==> src/rtl/tpss_pkg.sv <==
package tpss_pkg;

  // Width of every key on the result ports.
  localparam int unsigned KeyBits   = 48;
  // Width of the key scale register.
  localparam int unsigned ScaleBits = 20;
  // Width of the configuration data bus.
  localparam int unsigned RegBits   = 32;
  // Edges of one triangle, tested in the order 0-1, 1-2, 2-0.
  localparam int unsigned NumEdges  = 3;

  localparam logic [ScaleBits-1:0] ScaleReset = 20'd1000;

  typedef enum logic {
    REG_SLICE_HEIGHT = 1'b0,
    REG_KEY_SCALE    = 1'b1
  } reg_idx_e;

  // Control that travels with one classified triangle.
  typedef struct packed {
    logic                valid;
    logic [NumEdges-1:0] hit;
  } edge_ctl_t;

endpackage

==> src/rtl/tpss_front.sv <==
module tpss_front import tpss_pkg::*; #(
  parameter int unsigned COORD_WIDTH = 32
) (
  input  logic                                       clk_i,
  input  logic                                       rst_ni,
  input  logic                                       start_i,
  output logic                                       busy_o,
  input  logic signed [COORD_WIDTH-1:0]              height_i,
  input  logic signed [COORD_WIDTH-1:0]              vx_i [NumEdges],
  input  logic signed [COORD_WIDTH-1:0]              vy_i [NumEdges],
  input  logic signed [COORD_WIDTH-1:0]              vz_i [NumEdges],
  input  logic                                       q_ready_i,
  output edge_ctl_t                                  ctl_o,
  output logic [NumEdges*(6*COORD_WIDTH+4)-1:0]      data_o
);

  localparam int unsigned DW    = COORD_WIDTH + 1;
  localparam int unsigned EdgeW = 2 * COORD_WIDTH + 4 * DW;

  logic                          vld_q, vld_d;
  logic [NumEdges-1:0]           hit_q, hit_d;
  logic [NumEdges*EdgeW-1:0]     data_q, data_d;
  logic                          accept;

  assign busy_o = vld_q && !q_ready_i;
  assign accept = start_i && !busy_o;

  always_comb begin
    int nx;
    logic inplane;
    logic signed [DW-1:0] s_v, dpx_v, dpy_v, dz_v;
    nx      = 0;
    inplane = 1'b0;
    s_v     = '0;
    dpx_v   = '0;
    dpy_v   = '0;
    dz_v    = '0;
    hit_d   = '0;
    data_d  = '0;
    for (int e = 0; e < NumEdges; e++) begin
      nx      = (e == NumEdges - 1) ? 0 : e + 1;
      inplane = (vz_i[e] == height_i) && (vz_i[nx] == height_i);
      hit_d[e] = !((vz_i[e] > height_i) && (vz_i[nx] > height_i)) &&
                 !((vz_i[e] < height_i) && (vz_i[nx] < height_i)) &&
                 (!inplane || ((vx_i[e] == vx_i[nx]) && (vy_i[e] == vy_i[nx])));
      if (inplane) begin
        // A degenerate edge in the plane gives its first vertex exactly.
        s_v   = '0;
        dpx_v = '0;
        dpy_v = '0;
        dz_v  = DW'(1);
      end else begin
        s_v   = DW'(height_i) - DW'(vz_i[e]);
        dpx_v = DW'(vx_i[nx]) - DW'(vx_i[e]);
        dpy_v = DW'(vy_i[nx]) - DW'(vy_i[e]);
        dz_v  = DW'(vz_i[nx]) - DW'(vz_i[e]);
      end
      data_d[e*EdgeW +: EdgeW] = {vx_i[e], vy_i[e], s_v, dpx_v, dpy_v, dz_v};
    end
  end

  always_comb begin
    vld_d = vld_q;
    if (accept) begin
      vld_d = 1'b1;
    end else if (q_ready_i) begin
      vld_d = 1'b0;
    end
  end

  always_ff @(posedge clk_i or negedge rst_ni) begin
    if (!rst_ni) begin
      vld_q <= 1'b0;
    end else begin
      vld_q <= vld_d;
    end
  end

  always_ff @(posedge clk_i) begin
    if (accept) begin
      hit_q  <= hit_d;
      data_q <= data_d;
    end
  end

  assign ctl_o.valid = vld_q;
  assign ctl_o.hit   = hit_q;
  assign data_o      = data_q;

endmodule

==> config.mk <==
export PLATFORM = sky130hd
export DESIGN_NAME = tpss_front
export DESIGN_NICKNAME = d
export VERILOG_FILES = /design/src/rtl/tpss_pkg.sv /design/src/rtl/tpss_front.sv
export SDC_FILE = /design/constraint.sdc
export NUM_CORES = 2
export LEC_CHECK = 0
export BUFFER_PORTS_ARGS = -buffer_cell sky130_fd_sc_hd__buf_4
export CAP_MARGIN = 20
export CORE_AREA = 5 5 352 354
export DETAILED_ROUTE_END_ITERATION = 8
export DIE_AREA = 0 0 357 359
export PLACE_DENSITY_LB_ADDON = 0.25
export SKIP_LAST_GASP = 1
export SLEW_MARGIN = 20
export SYNTH_ARGS = -nofsm -noshare
export SYNTH_HDL_FRONTEND = slang
export SYNTH_SLANG_ARGS = --single-unit
==> constraint.sdc <==
create_clock -name clk_i -period 21.8 [get_ports clk_i]
set_input_delay 1.09 -clock clk_i [delete_from_list [all_inputs] [get_ports clk_i]]
set_output_delay 1.09 -clock clk_i [all_outputs]
set_load 0.005 [all_outputs]
==> summary.md <==
| Metric | Value |
|---|---|
| Clock tree buffer depth | `3` |
| Finished Layout Cells | `6640` |
| Length of the first detailed-routing pass in iterations | `7` |
| Vias in the first global route | `34100` |
| Post-synthesis net count | `roughly 4700` |
| Static Leakage | `0.02293 µW` |
| First-pass GRT wire length | `236200 µm` |
| Worst setup path startpoint | `vz_i[55]` |
| Post-synthesis sequential area ratio | `roughly 45%` |
| Final Wtd Congestion | `roughly 1` |
| CTS tree | `built` |
| Syn Area/Cell | `about 9.9 µm²` |
| CTS-repair resized insts | `0` |
| CP Capture Type | `register` |
| Critical Path AT | `between 4 and 5 ns` |
| DR vias | `34730` |
| CP max FO | `48` |
| Synth warn | `0` |
| Mapped cell area | `slightly below 40000 µm²` |
| Adder-Cell Fraction of Synth Area | `12.79%` |
| Fmax achieved | `~0.22 GHz` |
| R2r startpoint | `vld_q$_DFFE_PN0P_` |
| Residual DRC | `0` |
| Seq pwr share | `38.8%` |
| Crit path kind | `input pin to register` |
| Pwr Density | `73.50 nW/µm²` |
| Tmin final | `4.466 ns` |
| Hold Crit Class | `input pin to asynchronous set/reset pin` |
| Detailed-route wire length per cell | `~25 µm` |
| TritonCTS Buffers | `73` |
| Final WL | `168400 µm` |
| Die Wd | `357 µm` |
| Prevailing post-synth register cell | `edfxtp_1` |
| Compound-Gate Fraction of Synth Area | `17.38%` |
| Synth async-reset ratio | `0.1689%` |
| Register bit total from synthesis | `592` |
| I/O pin count | `917` |
| Post-DRT Antenna Nets | `0` |
| Congestion Overflow GR | `0` |
| Distinct cells, synth | `89` |
| Relative slew slack | `around 30%` |
| CTS hold repair buffers | `0` |
| Endpoints failing setup | `0` |
| Mux share of post-synthesis cell area | `0.3053%` |
| Clk_skew | `approximately 0.019 ns` |
| Chip height | `359 µm` |
| Initial core utilization | `about 33%` |
| Clock power frac | `33.2%` |
| Max-Cap Viols | `0` |
| # fillers | `11900` |
| Row count | `128` |
| Req. time, crit path | `about 22 ns` |
| Later-pin clock latency in the skew report | `0.64 ns` |
| Post-CTS setup buffer count | `0` |
| Sw Pwr | `about 1200 µW` |
| Slew Viols, Final | `0` |
| Port Buffers | `916` |
| DP HPWL | `138900 µm` |
| Synth Area in Simple Gates | `approximately 14%` |
| CTS clk-pin slew, worst paths | `0.06 ns` |
| Synth-to-Final Area Change | `28.34%` |
| Outcome | `complete, no violations` |
| Clk sink count | `592` |
| Internal power | `roughly 2600 µW` |
| RSZ-0062 raised after global routing | `no` |
| Post-synth EDFFs | `591` |
| Nets@finish | `5667` |
| CTS root buf | `clkbuf_16` |
| Switch share | `31.43%` |
| Xor/xnor share of the synthesized area | `6.478%` |
| Total GRT Usage | `between 20% and 30%` |
| Layout cell share with drive strength beyond 1 | `22.28%` |
| Drt initial violations | `around 2900` |
| Largest net degree at the start of global routing | `125` |
| Final Hold Viols | `0` |
| Logic pwr share | `roughly 28%` |
| Setup TNS | `0 ns` |
| Die Area | `128200 µm²` |
| Fin crit share | `around a fifth` |
| Setup crit start kind | `input pin` |
| Via/cell ratio | `5.231` |
| Largest family of logic cells by synthesized area | `compound AO/OA/AOI/OAI gates` |
| Worst slew pin tran | `1.040 ns` |
| CORE AREA | `about 120000 µm²` |
| Placed cells | `6494` |
| Initial antenna violation count | `37` |
| Peak VDD IR | `45.97 µV` |
| Synth Instances | `4009` |
| H-Tree Depth | `3` |
[power groups by stage]
stage               combinational, µW  clock, µW  sequential [µW]
detailed placement               1040          0             1480
global placement                 1040          0             1480
floorplan                         566          0             1510
CTS                              1050       1270             1460
global route                     1150       1320             1460
finish                           1050       1240             1460
[placed cells by master, fill, tap and decap left out, drive strengths merged, types with 10 or more instances in the layout]
cell	n
buf	940
edfxtp	591
nor2	501
inv	405
ha	387
a21oi	335
o21ai	208
nand2	200
a21o	190
xnor2	173
xor2	121
clkbuf	88
nand3	75
nor2b	71
nor3	66
nand2b	61
nand4	60
o21a	55
o21bai	50
a31oi	39
a211oi	29
and3	26
clkinv	24
or3	19
or2	18
o31ai	18
o31a	15
and2	15
diode	14
nor4	13
fa	12
mux2i	11
a31o	10
a311oi	10
[logic make-up (layout without fill, tap and decap cells)]
family                   after synthesis  in the layout
AND/OR/NAND/NOR                     1164           1164
XOR/XNOR                             294            294
adder cells (fa/ha/maj)              399            399
multiplexers                          12             12
AO/OA/AOI/OAI                       1070           1070
other                                  0             14
flip-flops                           592            592
buffers and inverters                478           1470
[critical path: stages]
cell and delay (ns):
buf_4 0.09, inv_1 0.06, ha_1 0.41, and3_1 0.24, and3_1 0.20, nand2_1 0.09, nor3_2 0.33, nand4_1 0.51
nor2_4 0.70, buf_4 0.60, nor2_1 0.10, a311oi_1 0.27, nand2_1 0.08
[registers in the layout, indices dropped and copies added (netlist names)]
register	cells
data_o	588
hit_q	3
vld_q	1
[worst paths after layout]
| path | endpoint | slack, ns | cells past startpoint |
|---|---|---|---|
| min in group clk_i | vld_q$_DFFE_PN0P_ | 0.55 | 2 |
| max reg2reg | data_o[215]$_SDFFCE_PP0P_ | 17.54 | 5 |
| max | data_o[288]$_SDFFCE_PP0P_ | 17.33 | 13 |
| max in group asynchronous | vld_q$_DFFE_PN0P_ | 21.49 | 1 |
| min | vld_q$_DFFE_PN0P_ | 0.23 | 1 |
| min reg2reg | vld_q$_DFFE_PN0P_ | 0.55 | 2 |
[area by class of cell]
class                           count  area, µm²  area share [%]
Timing Repair Buffer              940       7094           13.91
Clock buffer                       88       1947           3.816
Inverter                          398       1494           2.929
Sequential cell                   592      17770           34.84
Antenna cell                       14      35.03         0.06868
Tap cell                         1625       2033           3.986
Multi-Input combinational cell   2939      20180           39.56
Clock inverter                     44      457.9          0.8977
[synthesized netlist by cell type, types with 63 or more instances]
| cell | number | area (µm²) |
|---|---|---|
| nor3_1 | 63 | 315.3 |
| nand2_1 | 200 | 750.7 |
| nand3_1 | 75 | 375.4 |
| xnor2_1 | 173 | 1515 |
| o21ai_0 | 190 | 950.9 |
| inv_1 | 398 | 1494 |
| nor2b_1 | 71 | 444.2 |
| a21o_1 | 190 | 1426 |
| a21oi_1 | 335 | 1677 |
| ha_1 | 387 | 4842 |
| xor2_1 | 121 | 1060 |
| nor2_1 | 500 | 1877 |
| edfxtp_1 | 591 | 17750 |
[stage by stage]
| step | instance area (µm²) | hold WS, ns | power [µW] | utilization (%) | setup WS [ns] |
|---|---|---|---|---|---|
| 6_report | 51010 | 0.2272 | 3749 | 42.24 | 17.33 |
| 5_1_grt | 51010 | 0.1829 | 3926 | 42.24 | 17.13 |
| 4_1_cts | 50980 | 0.1687 | 3780 | 42.22 | 17.37 |
| 3_5_place_dp | 48570 | 0.5434 | 2520 | 40.22 | 16.67 |
| 3_3_place_gp | 48530 | 0.5283 | 2522 | 40.19 | 16.74 |
| 2_1_floorplan | 39750 | 0.4906 | 2077 | - | 6.239 |
[per-layer routing]
layer  wire, µm  share of wire, %  track usage [%]
met4       5247               3.1            7.277
met5        116             0.069                0
met2      83050                49            44.21
met1      66020                39            30.24
met3      13920               8.3            5.946
No activity file was read; power rests on OpenSTA's default activity.
