--- src/rtl/tpss_pkg.sv ---
package tpss_pkg;

  // Width of every key on the result ports.
  localparam int unsigned KeyBits   = 48;
  // Width of the key scale register.
  localparam int unsigned ScaleBits = 20;
  // Width of the configuration data bus.
  localparam int unsigned RegBits   = 32;
  // Edges of one triangle, tested in the order 0-1, 1-2, 2-0.
  localparam int unsigned NumEdges  = 3;

  localparam logic [ScaleBits-1:0] ScaleReset = 20'd1000;

  typedef enum logic {
    REG_SLICE_HEIGHT = 1'b0,
    REG_KEY_SCALE    = 1'b1
  } reg_idx_e;

  // Control that travels with one classified triangle.
  typedef struct packed {
    logic                valid;
    logic [NumEdges-1:0] hit;
  } edge_ctl_t;

endpackage

--- src/rtl/tpss_queue.sv ---
module tpss_queue import tpss_pkg::*; #(
  parameter int unsigned WIDTH = 8
) (
  input  logic             clk_i,
  input  logic             rst_ni,
  input  logic             push_i,
  input  logic [WIDTH-1:0] data_i,
  output logic             ready_o,
  output logic             valid_o,
  output logic [WIDTH-1:0] data_o
);

  // Two entries; the back end drains one entry every cycle it has one.
  logic [WIDTH-1:0] mem_q [2];
  logic             wr_ptr_q, rd_ptr_q;
  logic [1:0]       cnt_q, cnt_d;
  logic             do_push, do_pop;

  assign ready_o = (cnt_q != 2'd2);
  assign valid_o = (cnt_q != 2'd0);
  assign do_push = push_i && ready_o;
  assign do_pop  = valid_o;
  assign data_o  = mem_q[rd_ptr_q];

  always_comb begin
    cnt_d = cnt_q;
    if (do_push && !do_pop) begin
      cnt_d = cnt_q + 2'd1;
    end else if (!do_push && do_pop) begin
      cnt_d = cnt_q - 2'd1;
    end
  end

  always_ff @(posedge clk_i or negedge rst_ni) begin
    if (!rst_ni) begin
      wr_ptr_q <= 1'b0;
      rd_ptr_q <= 1'b0;
      cnt_q    <= 2'd0;
    end else begin
      cnt_q <= cnt_d;
      if (do_push) begin
        wr_ptr_q <= !wr_ptr_q;
      end
      if (do_pop) begin
        rd_ptr_q <= !rd_ptr_q;
      end
    end
  end

  always_ff @(posedge clk_i) begin
    if (do_push) begin
      mem_q[wr_ptr_q] <= data_i;
    end
  end

endmodule

--- config.mk ---
export PLATFORM = sky130hd
export DESIGN_NAME = tpss_queue
export DESIGN_NICKNAME = d
export VERILOG_FILES = /design/src/rtl/tpss_pkg.sv /design/src/rtl/tpss_queue.sv
export SDC_FILE = /design/constraint.sdc
export NUM_CORES = 1
export LEC_CHECK = 0
export BUFFER_PORTS_ARGS = -buffer_cell sky130_fd_sc_hd__buf_2
export CAP_MARGIN = 30
export CORE_AREA = 8 8 47 49
export CTS_BUF_LIST = sky130_fd_sc_hd__clkbuf_4 sky130_fd_sc_hd__clkbuf_8
export CTS_CLUSTER_SIZE = 12
export DETAILED_ROUTE_END_ITERATION = 16
export DIE_AREA = 0 0 55 57
export PLACE_DENSITY = 0.8
export SLEW_MARGIN = 20
export SYNTH_ARGS = -nofsm -noshare
export SYNTH_HDL_FRONTEND = slang
export SYNTH_SLANG_ARGS = --single-unit
--- constraint.sdc ---
create_clock -name clk_i -period 3.3 [get_ports clk_i]
set_input_delay 0.165 -clock clk_i [delete_from_list [all_inputs] [get_ports clk_i]]
set_output_delay 0.165 -clock clk_i [all_outputs]
set_load 0.01 [all_outputs]
==> results.yml, run 1 <==
routing:
  drt_iter0_markers: 5
  drt_wl_total_mm: 1.26
  wire_per_inst_um: 15.0
  ant_nets: 0
  drc: 0
  vias: 425
  drtPass1Iterations: 4
  vias_per_cell: 5.06
sta:
  slew_headroom_pct: 52.8
  period_minus_slack_ps: 1560
  finalHoldViolCount: 0
  tightest_slew_ps: 705
  fin_skew_ps: 4.66
  rsz0062_at_grt: "false"
  finalSetupViolCount: 0
  final_min_period_over_clock_period_pct: 47.1
  drv_slew: 0
  setup_tns_ps: 0
  fmax_mhz: 643
floorplan:
  start_util_pct: 49.8
  die_area_um2: 3140
  die_x_um: 55
  pin_count: 21
  num_rows: 15
  core_um2: 1580
  die_h_um: 57
job:
  maxCapViolCount: 0
layout:
  instances_no_fill: 84
  layout.cells.most_common_list: "20 x buf_2, 16 x edfxtp_1, 8 x mux2_2"
  area_delta_synth_final_pct: 19.6
  n_antenna_cell: 0
  nFillCells: 124
  drive_above_1_share_pct: 50.7
  final_common_cell: "buf_2"
  nNetsFinal: 80
global_routing:
  grt_max_degree: 12
  grt_pass1_vias: 467
  antenna_found_initial: 0
  grt_overflow: 0
  grt_pass1_wl_mm: 1.99
  grt_use_total_pct: 8.72
critical_path:
  crit_path_start_kind: "flop"
  criticalPathCategory: "reg2out"
  worstPathRequired_ps: 3130
  critPathMaxFanout: 9
  worstSetupEndpointType: "output port"
  critPathArrivalTime_ps: 1390
  r2r.worst_path.cells: 3
yosys:
  syn-num-nets: 55
  yosys-mux-area-fraction_pct: 11.5
  yosys.area_share.simple_pct: 5.42
  synth_area_um2: 785
  synth-compound-area-share_pct: 0
  synth_top_family_by_area: "multiplexers"
  synth_cell_type_count: 12
  yosysWarnings: 0
  synthAdderAreaFrac_pct: 1.59
  avgSynthCellArea_um2: 18.2
  synthCells: 43
  ys_seq_elements: 20
  synth_xor_area_share_pct: 5.58
  yosysSeqAreaShare_pct: 74.0
cts:
  numCtsBuffers: 3
  worstSkewPairLatency_ps: 290
  clkSinkCount: 20
  clk_path_buf_depth: 2
  htreeDepth: 1
  clk_pin_slew_ps: 100
  clock-root-buffer: "clkbuf_4"
  cts_tree: "built"
hold_path:
  holdPathStages: 1
  hp-class: "in2reg"
place:
  hpwl_um: 955
  place_congestion: 0.627
  numPortBuffers: 20
  dp_cells: 79
power:
  power-per-cell-area_nw_per_um2: 866
  p_leak_nw: 0.386
  ir_worst_vdd_mv: 0.644
run_status:
  status: "finished, final reports clean"
## synthesized netlist by cell type (all sizes together)
cell    instances  area (um^2)
nor2            3         11.3
inv             2         7.51
xnor2           3         26.3
and3            1         6.26
xor2            2         17.5
ha              1         12.5
nand2           1         11.3
buf             1         7.51
edfxtp         16          480
nand2b          1         13.8
mux2            8         90.1
dfrtp           4          100
## kinds of logic (layout without fill, tap and decap cells)
family	count (synthesis)	in the layout
DFF	20	20
xor gates and xnor gates	5	5
adders and majority gates	1	1
and+or+nand+nor	6	6
muxes	8	8
buffers and inverters	3	27
## cell type report
type	count	area [um^2]	share of cell area (%)
clock buffer	4	30.0	3.20
sequential	20	581	61.9
timing repair buffer	21	110	11.7
tap	17	21.3	2.27
multi-input combinational	20	189	20.1
inverter	2	7.51	0.800
## where the power goes
part	internal [mW]	switching (mW)	leakage [nW]
registers	0.354	0.0526	0.195
clock network	0.0552	0.0675	0.0184
logic	0.147	0.137	0.173
## registers in the layout, summed over array words and instances, names as in the netlist
register,cells
rd_ptr_q,1
wr_ptr_q,1
cnt_q,2
mem_q,16
## per-stage QoR
| stage | hold WS, ps | instance area, um^2 | setup WS, ps | power [mW] | utilization (%) |
|---|---|---|---|---|---|
| 2_1_floorplan | -131 | 785 | 1940 | 0.611 | - |
| 3_3_place_gp | -26.0 | 898 | 1830 | 0.688 | 57.0 |
| 3_5_place_dp | -24.0 | 898 | 1740 | 0.702 | 57.0 |
| 4_1_cts | 49.4 | 938 | 1710 | 0.825 | 59.5 |
| 5_1_grt | 38.7 | 938 | 1650 | 0.864 | 59.5 |
| 6_report | 54.7 | 938 | 1740 | 0.813 | 59.5 |
## routing by layer
layer / part of all wire, % / GRT usage [%] / vias to the layer above
li1: - / - / 201
met1: 42 / 9.67 / 211
met2: 48 / 13.3 / 13
met3: 10 / 3.64 / 0
met4: 0 / 5.15 / 0
met5: 0 / 0 / -
## path summary, 6_finish.rpt
check | slack (ps) | from | to
worst max register to register | 1750 | cnt_q[0] | mem_q[0][1]
min in group asynchronous | 190 | rst_ni | wr_ptr_q
max in group asynchronous | 2990 | rst_ni | rd_ptr_q
worst max-delay path | 1740 | rd_ptr_q | data_o[6]
worst min register to register | 490 | wr_ptr_q | wr_ptr_q
worst min-delay path | 50 | data_i[2] | mem_q[1][2]
## critical path: stages (launching register included)
cell,delay (ps)
dfrtp_1,590
mux2_2,380
buf_2,140
## what timing repair did
action,CTS,global route
endpoints found under the hold margin,4,0
setup buffers,0,0
hold buffers,1,0
gates resized for setup,0,0
Note: power is estimated with default switching activity, not from simulation.
==> run 2, diff against run 1 <==
--- a/config.mk
+++ b/config.mk
@@ -7,12 +7,12 @@
 export LEC_CHECK = 0
 export BUFFER_PORTS_ARGS = -buffer_cell sky130_fd_sc_hd__buf_2
 export CAP_MARGIN = 30
-export CORE_AREA = 8 8 47 49
+export CORE_AREA = 8 8 48 50
 export CTS_BUF_LIST = sky130_fd_sc_hd__clkbuf_4 sky130_fd_sc_hd__clkbuf_8
 export CTS_CLUSTER_SIZE = 12
 export DETAILED_ROUTE_END_ITERATION = 16
-export DIE_AREA = 0 0 55 57
-export PLACE_DENSITY = 0.8
+export DIE_AREA = 0 0 56 58
+export PLACE_DENSITY = 0.77
 export SLEW_MARGIN = 20
 export SYNTH_ARGS = -nofsm -noshare
 export SYNTH_HDL_FRONTEND = slang
==> constraint.sdc (replaced) <==
create_clock -name clk_i -period 1.6 [get_ports clk_i]
set_input_delay 0.08 -clock clk_i [delete_from_list [all_inputs] [get_ports clk_i]]
set_output_delay 0.08 -clock clk_i [all_outputs]
set_load 0.01 [all_outputs]
==> run 2 against run 1 <==
Effect of this change: die area increased by 3.6%; register-to-register slack lost 1500 ps; total power grew 110%; non-clock buffer count up 10; clock power is 130% higher; first-iteration DRC count decreased by 60%; sequential power is 110% higher; setup slack got worse by 1600 ps; via count grew 4.2%; critical path type unchanged.
==> results.yml, run 2 (same netlist as run 1, synthesis figures left out) <==
layout:
  n_antenna_cell: 0
  largest-register: "mem_q"
  reg_top3: "mem_q: 16 flops, cnt_q: 2 flops"
  area_delta_synth_final_pct: 32.5
  nFillCells: 123
  layout.cells.most_common_list: "20 x buf_2, 16 x edfxtp_1, 9 x dlygate4sd3_1"
  nNetsFinal: 90
  final_common_cell: "buf_2"
  largest_reg_flops: 16
  drive_above_1_share_pct: 46.8
  final_area_um2: 1040
critical_path:
  worstPathRequired_ps: 1520
  critPathArrivalTime_ps: 1400
  r2r.worst_path.cells: 6
  critPathMaxFanout: 9
  crit_path_start_kind: "flop"
  reg2reg_from: "cnt_q[0]"
  ff2ff_setup_slack_ps: 230
  worstSetupEndpointType: "output port"
  timing.rr.end: "cnt_q[1]"
  criticalPathCategory: "reg2out"
place:
  dpl-instance-area_um2: 913
  post-place-ws_ps: 228
  hpwl_um: 933
  place_congestion: 0.652
  numPortBuffers: 20
floorplan:
  die_h_um: 58
  core_um2: 1610
  die_x_um: 56
  start_util_pct: 48.6
  num_rows: 15
  pin_count: 21
  die_area_um2: 3250
global_routing:
  grt_overflow: 0
  grt.met3_usage_pct: 4.37
  antenna_found_initial: 0
  grt_use_total_pct: 7.76
  grt_pass1_vias: 478
  use_met1_pct: 8.90
  top_usage_layer: "met2"
  grt_pass1_wl_mm: 2.05
  grt_max_degree: 12
  gr-usage-met2_pct: 12.7
cts:
  clk_path_buf_depth: 2
  clk_pin_slew_ps: 100
  numCtsBuffers: 3
  cts_tree: "built"
  htreeDepth: 1
  clock-root-buffer: "clkbuf_4"
  cts_resized: 0
  worstSkewPairLatency_ps: 290
  clkSinkCount: 20
sta:
  slew_headroom_pct: 73.1
  period_minus_slack_ps: 1480
  fin_skew_ps: 1.54
  setup_tns_ps: 0
  rsz0062_at_grt: "false"
  drv_slew: 0
  finalSetupViolCount: 0
  fmax_mhz: 676
  worst_slack_ps: 121
  finalHoldViolCount: 0
  tightest_slew_ps: 404
  final_min_period_over_clock_period_pct: 92.5
run_status:
  status: "finished, final reports clean"
power:
  p_leak_nw: 0.433
  ir_worst_vdd_mv: 1.06
  power-per-cell-area_nw_per_um2: 1670
hold_path:
  min_from: "push_i"
  holdPathEnd: "wr_ptr_q"
  holdPathStages: 3
  hp-class: "in2reg"
routing:
  drtPass1Iterations: 3
  ant_nets: 0
  wire_per_inst_um: 13.2
  drc: 0
  vias_per_cell: 4.71
  drt_wl_total_mm: 1.24
  drt_iter0_markers: 2
  vias: 443
job:
  maxCapViolCount: 0
-- run 2: through the flow --
stage                     total power, mW  utilization, %  instances  hold WS, ps
after global routing                 1.84            64.4         94         53.3
after CTS                            1.76            64.4         94         48.5
after detailed placement             1.47            56.6         81         -109
after floorplan                      1.26               -         43         -216
after global placement               1.45            56.6         81         -109
final                                1.73            64.4         94         53.7
-- run 2: what timing repair did --
| item | in CTS | in global routing |
|---|---|---|
| buffers inserted | 0 | 0 |
| hold endpoints to repair | 20 | 0 |
| hold buffers | 9 | 0 |
-- run 2: report_power, final --
part           total (mW)  switching, mW  internal, mW
registers           0.837          0.109         0.729
logic               0.618          0.282         0.336
clock network       0.277          0.138         0.139
-- run 2: worst max-delay path: stages (launching register included) --
cell	delay (ps)
dfrtp_1	590
mux2_2	380
buf_2	140
-- run 2: how the worst max path moves through the flow --
stage          slack [ps]     start           to  cells past startpoint
6_report              120  rd_ptr_q    data_o[0]                      2
3_3_place_gp          270  cnt_q[0]     cnt_q[1]                      7
4_1_cts                90  rd_ptr_q    data_o[5]                      2
3_5_place_dp          230  cnt_q[0]     cnt_q[1]                      6
2_1_floorplan         240  cnt_q[0]  mem_q[0][0]                      3
5_1_grt                50  rd_ptr_q    data_o[5]                      2
-- run 2: final cells by class --
type | count | area (um^2) | area share [%]
clock buffers | 4 | 36.3 | 3.49
inverters | 2 | 7.51 | 0.722
multi-input cells | 20 | 189 | 18.2
flip-flops and latches | 20 | 581 | 55.8
well taps | 17 | 21.3 | 2.05
repair buffers | 31 | 205 | 19.7
-- run 2: layer usage --
| metal | up-vias | wire [um] |
|---|---|---|
| li1 | 221 | - |
| met2 | 16 | 565 |
| met4 | 0 | 0 |
| met5 | - | 0 |
| met3 | 0 | 90 |
| met1 | 206 | 582 |
